File: config.mk
export PLATFORM = sky130hd
export DESIGN_NAME = name_keyed_entry_table_unit
export DESIGN_NICKNAME = d
export VERILOG_FILES = /design/src/rtl/core/nket_pkg.sv /design/src/rtl/core/name_keyed_entry_table_unit.sv
export VERILOG_INCLUDE_DIRS = /design/src /design/src/rtl/core
export SDC_FILE = /design/constraint.sdc
export NUM_CORES = 2
export LEC_CHECK = 0
export ABC_AREA = 0
export BUFFER_PORTS_ARGS = -buffer_cell sky130_fd_sc_hd__buf_2
export CORE_ASPECT_RATIO = 1.1
export CORE_MARGIN = 3
export CORE_UTILIZATION = 35
export DETAILED_ROUTE_END_ITERATION = 10
export PLACE_DENSITY = 0.51
export RECOVER_POWER = 100
export SLEW_MARGIN = 20
export SYNTH_ARGS = -nofsm -noshare
export SYNTH_HDL_FRONTEND = slang
export SYNTH_SLANG_ARGS = --single-unit
File: constraint.sdc
create_clock -name clk -period 8.3 [get_ports clk]
set_input_delay 1.66 -clock clk [delete_from_list [all_inputs] [get_ports clk]]
set_output_delay 1.66 -clock clk [all_outputs]
set_load 0.02 [all_outputs]
File: src/rtl/core/assert_macros.svh
// Assertion macros included by the RTL.
`ifndef ASSERT_MACROS_SVH
`define ASSERT_MACROS_SVH

// Same-cycle implication, checked on the rising edge of clk, off during rst.
`define ASSERT_IMPL(label, ante, cons) \
  label: assert property (@(posedge clk) disable iff (rst) (ante) |-> (cons)) \
    else $error("assertion failed");

// Next-cycle implication, checked on the rising edge of clk, off during rst.
`define ASSERT_NEXT(label, ante, cons) \
  label: assert property (@(posedge clk) disable iff (rst) (ante) |=> (cons)) \
    else $error("assertion failed");

`endif

File: src/rtl/core/nket_pkg.sv
// Package for the name keyed entry table: beat types, op codes and defaults.
`default_nettype none
package nket_pkg;

  localparam int NKET_ENTRIES    = 16;
  localparam int NKET_NAME_CHARS = 8;

  localparam int OP_W     = 2;
  localparam int KEY_W    = 64;
  localparam int SLOT_W   = 4;
  localparam int SECTOR_W = 12;
  localparam int KIND_W   = 2;
  localparam int COUNT_W  = 5;

  localparam logic [OP_W-1:0] OP_FIND   = 2'd0;
  localparam logic [OP_W-1:0] OP_ADD    = 2'd1;
  localparam logic [OP_W-1:0] OP_REMOVE = 2'd2;
  localparam logic [OP_W-1:0] OP_READ   = 2'd3;

  typedef struct packed {
    logic [OP_W-1:0]     op;
    logic [KEY_W-1:0]    name_key;
    logic [SLOT_W-1:0]   slot_index;
    logic [SECTOR_W-1:0] sector_in;
    logic [KIND_W-1:0]   kind_in;
  } nket_req_t;

  typedef struct packed {
    logic                ok;
    logic [SLOT_W-1:0]   slot_out;
    logic [SECTOR_W-1:0] sector_out;
    logic [KIND_W-1:0]   kind_out;
    logic [KEY_W-1:0]    name_out;
    logic [COUNT_W-1:0]  valid_count;
  } nket_rsp_t;

endpackage
`default_nettype wire

File: src/rtl/core/name_keyed_entry_table_unit.sv
// Name keyed entry table: slot memory, valid bits and the scan sequencer.
//
// Usage: present a request beat on req and raise start while busy is low; the
// beat is taken at that clock edge and busy rises. The op field selects find,
// add, remove by name, or read by index. The name key is cut at its first zero
// byte (and after NAME_CHARS bytes) before it is compared or stored.
// Exactly one result beat per request comes back on rsp, marked by done for a
// single cycle; the receiver cannot stall, so it must take the beat then.
// Find, add and remove walk the slot memory one slot per cycle through a single
// read port and one name comparator, stopping at the first hit. A miss or a
// successful add walks every slot before done, and the next beat can be
// accepted in the cycle done is high. Read by index does one memory read.
// Every result carries the valid entry count after the operation.
// Reset (rst, synchronous) clears all valid bits and the count; the slot memory
// itself is not cleared, since a slot's data is only used while it is valid.
`default_nettype none
module name_keyed_entry_table_unit
  import nket_pkg::*;
#(
  parameter int ENTRIES    = NKET_ENTRIES,
  parameter int NAME_CHARS = NKET_NAME_CHARS
) (
  input  wire logic      clk,
  input  wire logic      rst,
  input  wire logic      start,
  output logic           busy,
  input  wire nket_req_t req,
  output logic           done,
  output nket_rsp_t      rsp
);

`include "assert_macros.svh"

  localparam int IDX_W  = $clog2(ENTRIES);
  localparam int CNT_W  = $clog2(ENTRIES + 1);
  localparam int NAME_W = 8 * NAME_CHARS;
  localparam logic [IDX_W-1:0] LAST_SLOT = IDX_W'(ENTRIES - 1);

  typedef enum logic [2:0] {
    S_IDLE = 3'b001,
    S_SCAN = 3'b010,
    S_READ = 3'b100
  } state_t;

  typedef struct packed {
    logic [NAME_W-1:0]   name;
    logic [SECTOR_W-1:0] sector;
    logic [KIND_W-1:0]   kind;
  } entry_t;

  // Keep bytes up to the first zero byte, within NAME_CHARS.
  function automatic logic [NAME_W-1:0] canon_key(input logic [KEY_W-1:0] k);
    logic [KEY_W-1:0] r;
    logic             live;
    r    = '0;
    live = 1'b1;
    for (int i = 0; i < 8; i++) begin
      if (i >= NAME_CHARS || k[8*i +: 8] == 8'd0) live = 1'b0;
      if (live) r[8*i +: 8] = k[8*i +: 8];
    end
    return NAME_W'(r);
  endfunction

  state_t              state, state_next;
  logic [ENTRIES-1:0]  valid;
  logic [CNT_W-1:0]    count, count_next;
  entry_t              mem [ENTRIES];
  entry_t              rd_data;
  logic [IDX_W-1:0]    rd_addr;
  logic [IDX_W-1:0]    cmp_ptr;
  logic [IDX_W-1:0]    scan_ptr;
  logic [OP_W-1:0]     op_q;
  logic [NAME_W-1:0]   key_q;
  logic [SECTOR_W-1:0] sector_q;
  logic [KIND_W-1:0]   kind_q;
  logic                idx_ok_q;
  logic                free_found;
  logic [IDX_W-1:0]    first_free;

  logic                accept;
  logic                hit, last, free_now;
  logic [IDX_W-1:0]    free_sel;
  logic                wr_en;
  logic [IDX_W-1:0]    wr_addr;
  logic                set_v, clr_v;
  logic [IDX_W-1:0]    v_addr;
  logic                finish;
  nket_rsp_t           rsp_next;

  assign busy   = (state != S_IDLE);
  assign accept = start && !busy;

  assign hit      = valid[cmp_ptr] && (rd_data.name == key_q);
  assign last     = (cmp_ptr == LAST_SLOT);
  assign free_now = !valid[cmp_ptr];
  assign free_sel = free_found ? first_free : cmp_ptr;

  always_comb begin
    if (state == S_IDLE) begin
      rd_addr = (req.op == OP_READ) ? IDX_W'(req.slot_index) : '0;
    end else begin
      rd_addr = scan_ptr;
    end
  end

  always_comb begin
    state_next = state;
    count_next = count;
    finish     = 1'b0;
    wr_en      = 1'b0;
    wr_addr    = free_sel;
    set_v      = 1'b0;
    clr_v      = 1'b0;
    v_addr     = cmp_ptr;
    rsp_next   = '0;
    unique case (state)
      S_IDLE: begin
        if (accept) state_next = (req.op == OP_READ) ? S_READ : S_SCAN;
      end
      S_SCAN: begin
        if (hit) begin
          finish = 1'b1;
          if (op_q != OP_ADD) begin
            rsp_next.ok         = 1'b1;
            rsp_next.slot_out   = SLOT_W'(cmp_ptr);
            rsp_next.sector_out = rd_data.sector;
            rsp_next.kind_out   = rd_data.kind;
          end
          if (op_q == OP_REMOVE) begin
            clr_v      = 1'b1;
            count_next = count - CNT_W'(1);
          end
        end else if (last) begin
          finish = 1'b1;
          if (op_q == OP_ADD && (free_found || free_now)) begin
            wr_en               = 1'b1;
            set_v               = 1'b1;
            v_addr              = free_sel;
            count_next          = count + CNT_W'(1);
            rsp_next.ok         = 1'b1;
            rsp_next.slot_out   = SLOT_W'(free_sel);
            rsp_next.sector_out = sector_q;
            rsp_next.kind_out   = kind_q;
          end
        end
      end
      S_READ: begin
        finish = 1'b1;
        if (idx_ok_q && valid[cmp_ptr]) begin
          rsp_next.ok         = 1'b1;
          rsp_next.slot_out   = SLOT_W'(cmp_ptr);
          rsp_next.sector_out = rd_data.sector;
          rsp_next.kind_out   = rd_data.kind;
          rsp_next.name_out   = KEY_W'(rd_data.name);
        end
      end
      default: state_next = S_IDLE;
    endcase
    if (finish) state_next = S_IDLE;
    rsp_next.valid_count = COUNT_W'(count_next);
  end

  // Slot memory: one read port with registered data, one write port.
  always_ff @(posedge clk) begin
    rd_data <= mem[rd_addr];
    if (wr_en) begin
      mem[wr_addr] <= '{name: key_q, sector: sector_q, kind: kind_q};
    end
  end

  always_ff @(posedge clk) begin
    if (rst) begin
      state <= S_IDLE;
      valid <= '0;
      count <= '0;
      done  <= 1'b0;
    end else begin
      state <= state_next;
      count <= count_next;
      done  <= finish;
      if (set_v) valid[v_addr] <= 1'b1;
      if (clr_v) valid[v_addr] <= 1'b0;
    end
  end

  always_ff @(posedge clk) begin
    cmp_ptr <= rd_addr;
    if (finish) rsp <= rsp_next;
    if (accept) begin
      op_q       <= req.op;
      key_q      <= canon_key(req.name_key);
      sector_q   <= req.sector_in;
      kind_q     <= req.kind_in;
      idx_ok_q   <= (32'(req.slot_index) < ENTRIES);
      scan_ptr   <= (ENTRIES > 1) ? IDX_W'(1) : '0;
      free_found <= 1'b0;
    end else if (state == S_SCAN) begin
      // Advance the read address ahead of the compare; hold at the last slot.
      if (scan_ptr != LAST_SLOT) scan_ptr <= scan_ptr + IDX_W'(1);
      if (free_now && !free_found) begin
        free_found <= 1'b1;
        first_free <= cmp_ptr;
      end
    end
  end

  `ASSERT_IMPL(a_count_matches_valid, 1'b1, count == CNT_W'($countones(valid)))
  `ASSERT_IMPL(a_done_idle, done, !busy)
  `ASSERT_NEXT(a_accept_busy, accept, busy)
  `ASSERT_IMPL(a_fail_zero, done && !rsp.ok, rsp.slot_out == '0 && rsp.sector_out == '0 && rsp.kind_out == '0 && rsp.name_out == '0)

endmodule
`default_nettype wire

==> impl_metrics.toml <==
[outcome]
outcome = "complete, but fails checks"
violations = "capacitance limit, slew limit"

[placed_design]
gp_congestion = 0.769
place_hpwl_mm = 92.6
dp.cells = 6583
port_buffers = 176

[global_routing]
grt-ovfl-total = 0
grt_pass1_vias = 35400
grt_use_total = 0.193
grt_first_pass_wirelength_mm = 248
grt_antenna_before_repair = 8
grt_start_max_net_pins = 181

[timing]
min_period_over_period = 0.769
relSlewSlack = -1.86
setup-violations-final = 0
finalCriticalPeriod_ns = 6.38
setup_tns_ns = 0
finalClockSkew_ns = 0.0545
rsz0062_at_grt = "no"
drv_slew = 552
finalHoldViolCount = 0
timing.fmax_ghz = 0.157
worstMarginPinSlew_ns = 4.29

[critical_path]
cpMostUsedCell = "nor4_1"
crit_cells = 10
crit-reg2reg-launch = "key_q[2]"
critPathKind = "register to register"
crit_path_end = "mem[2][31]"
startpoint_type = "register"
cp_top_family = "simple AND/OR/NAND/NOR gates"
worstPathRequired_ns = 8.71
critPathLaunch = "key_q[2]"
end_kind = "register"
arrival_ns = 6.79
crit_fanout = 17
ff2ff_path_depth = 10
worst_path_max_delay_cell = "nor4_1"
r2r-end = "mem[2][31]"
slowest_delay_ns = 1.43
crit_chain = "xor2_1 > nor4_1 > nand4_1 > nor4_1 > o21ai_0 > nand2_1 > nor2_1 > buf_16 > buf_4 > clkbuf_1"
worst-path-buf-inv = 3
rrSetupSlack_ns = 1.92

[cts]
numCtsBuffers = 165
ctsResizeCount = 0
clk_pin_slew_ns = 0.06
insertion_delay_ns = 0.81
ctsRootBufferMaster = "clkbuf_16"
clk_path_buf_depth = 3
hold_buffers = 0
cts_tree = "done"
cts_setup_buffers = 0
h-tree-depth = 4
cts_sinks = 1532

[flow_run]
maxCapViolCount = 16

[die]
die_area_mm2 = 0.175
fp.dieH_um = 438
row_count = 157
io_pins = 177
die_w_um = 399
initial_utilization = 0.354
core_area_mm2 = 0.168

[synth]
syn_inst = 4391
synth.top_cell.area_share = 0.718
ys.flop_type = "edfxtp_1"
ys_ff_latch = 1532
synth_area_leaders = "edfxtp_1 72%, nand2_1 7.1%, nand3_1 5.3%"
ys_seq_area_frac = 0.756
synthTopCellsByCount = "1420 x edfxtp_1, 1115 x nand2_1, 630 x nand3_1"
ys_warn_count = 0
syn_area_mm2 = 0.0594
ys_types = 62
synth-async-reset-ratio = 0
synth.net_count = 4481
yosys.area.top_type = "edfxtp_1"
yosysMostFrequentCell = "edfxtp_1"
syn_avg_cell_area_um2 = 13.5
synth_edf_count = 1420

[drt]
drc = 0
postRouteAntennaNets = 0
viasPerCell = 5.25
first_pass_iters = 7
wl_mm = 170
wl_per_cell_um = 24.6
dr.first_iter.drc_count = 3180
route.vias.total = 36200

[pwr]
leakage_uw = 0.0227
finalPower_uw = 17500
ir_drop_v = 0.000224
power_density_mw_per_mm2 = 257

[final_layout]
finalNetCount = 4614
final_layout_size_suffix_gt1_frac = 0.0898
fin_cells = 6899
n_fill_cell = 15600
area_growth_pct = 14.7

[hold_path]
hp-class = "register to register"
-- worst min-delay path by stage --
stage | cells past startpoint | startpoint | to
2_1_floorplan | 2 | valid[14] | valid[14]
3_3_place_gp | 2 | valid[14] | valid[14]
3_5_place_dp | 2 | valid[14] | valid[14]
4_1_cts | 2 | valid[14] | valid[14]
5_1_grt | 2 | valid[14] | valid[14]
6_report | 2 | valid[14] | valid[14]
-- logic make-up (layout without fill, tap and decap cells) --
family	count (synthesis)	in the layout	share of synthesized area
DFF	1532	1532	0.756
buffers and inverters	306	582	0.0211
and+or+nand+nor	2059	2059	0.155
xor gates and xnor gates	70	70	0.0103
other	0	6	0
adders and majority gates	3	3	0.000632
muxes	13	13	0.00335
AOI/OAI and AO/OA	408	408	0.0530
-- layout make-up --
class                      instances  area [um2]  area share
timing repair buffer             259        1470      0.0216
sequential                      1532       44900       0.659
antenna                            6        15.0    0.000221
tap                             2226        2790      0.0409
clock inverter                    96        1070      0.0158
clock buffer                     214        4500      0.0662
multi-input combinational       2553       13300       0.195
inverter                          13        71.3     0.00105
-- registers in the layout, indices dropped and copies added, names as in the netlist --
name        flops
cmp_ptr         4
count           5
done            1
first_free      4
free_found      1
key_q          64
kind_q          2
mem          1248
op_q            2
rd_data        78
rsp            88
scan_ptr        4
sector_q       12
state           3
valid          16
-- placed cells by master, fill, tap and decap left out, types with 32 or more instances in the layout --
cell type	n
a211oi_1	90
a311oi_1	159
a31oi_1	94
and2_0	91
buf_2	76
buf_4	48
clkbuf_1	149
clkbuf_16	165
dfxtp_1	112
edfxtp_1	1420
nand2_1	1115
nand3_1	630
nor2_1	32
nor2b_1	85
xor2_1	65
-- stage by stage --
step	hold WS, ns	instance area [um2]	utilization	setup WS (ns)
6_report	0.482	68100	0.406	1.92
5_1_grt	0.496	68100	0.406	1.50
4_1_cts	0.479	68500	0.409	3.09
3_5_place_dp	0.463	62900	0.375	3.14
3_3_place_gp	0.460	62800	0.375	3.16
2_1_floorplan	0.445	59400	-	2.03
-- layer usage --
metal | vias to the layer above | global-route usage | share of wire
li1 | 16500 | - | -
met4 | 0 | 0.0598 | 0.027
met5 | - | 0 | 0
met2 | 987 | 0.308 | 0.48
met3 | 243 | 0.0362 | 0.056
met1 | 18400 | 0.265 | 0.44
-- worst min-delay path: cells and delay by family, from the launching register on --
kind,cells,cell delay [ns]
AO/OA/AOI/OAI,2,0.12
flip-flops,1,0.31
-- power by group --
group,internal [uW],total [uW],switching (uW)
clock,4320,7470,3160
sequential,8600,8870,267
combinational,308,1130,824
total,13200,17500,4250
No activity file was read; power rests on OpenSTA's default activity.
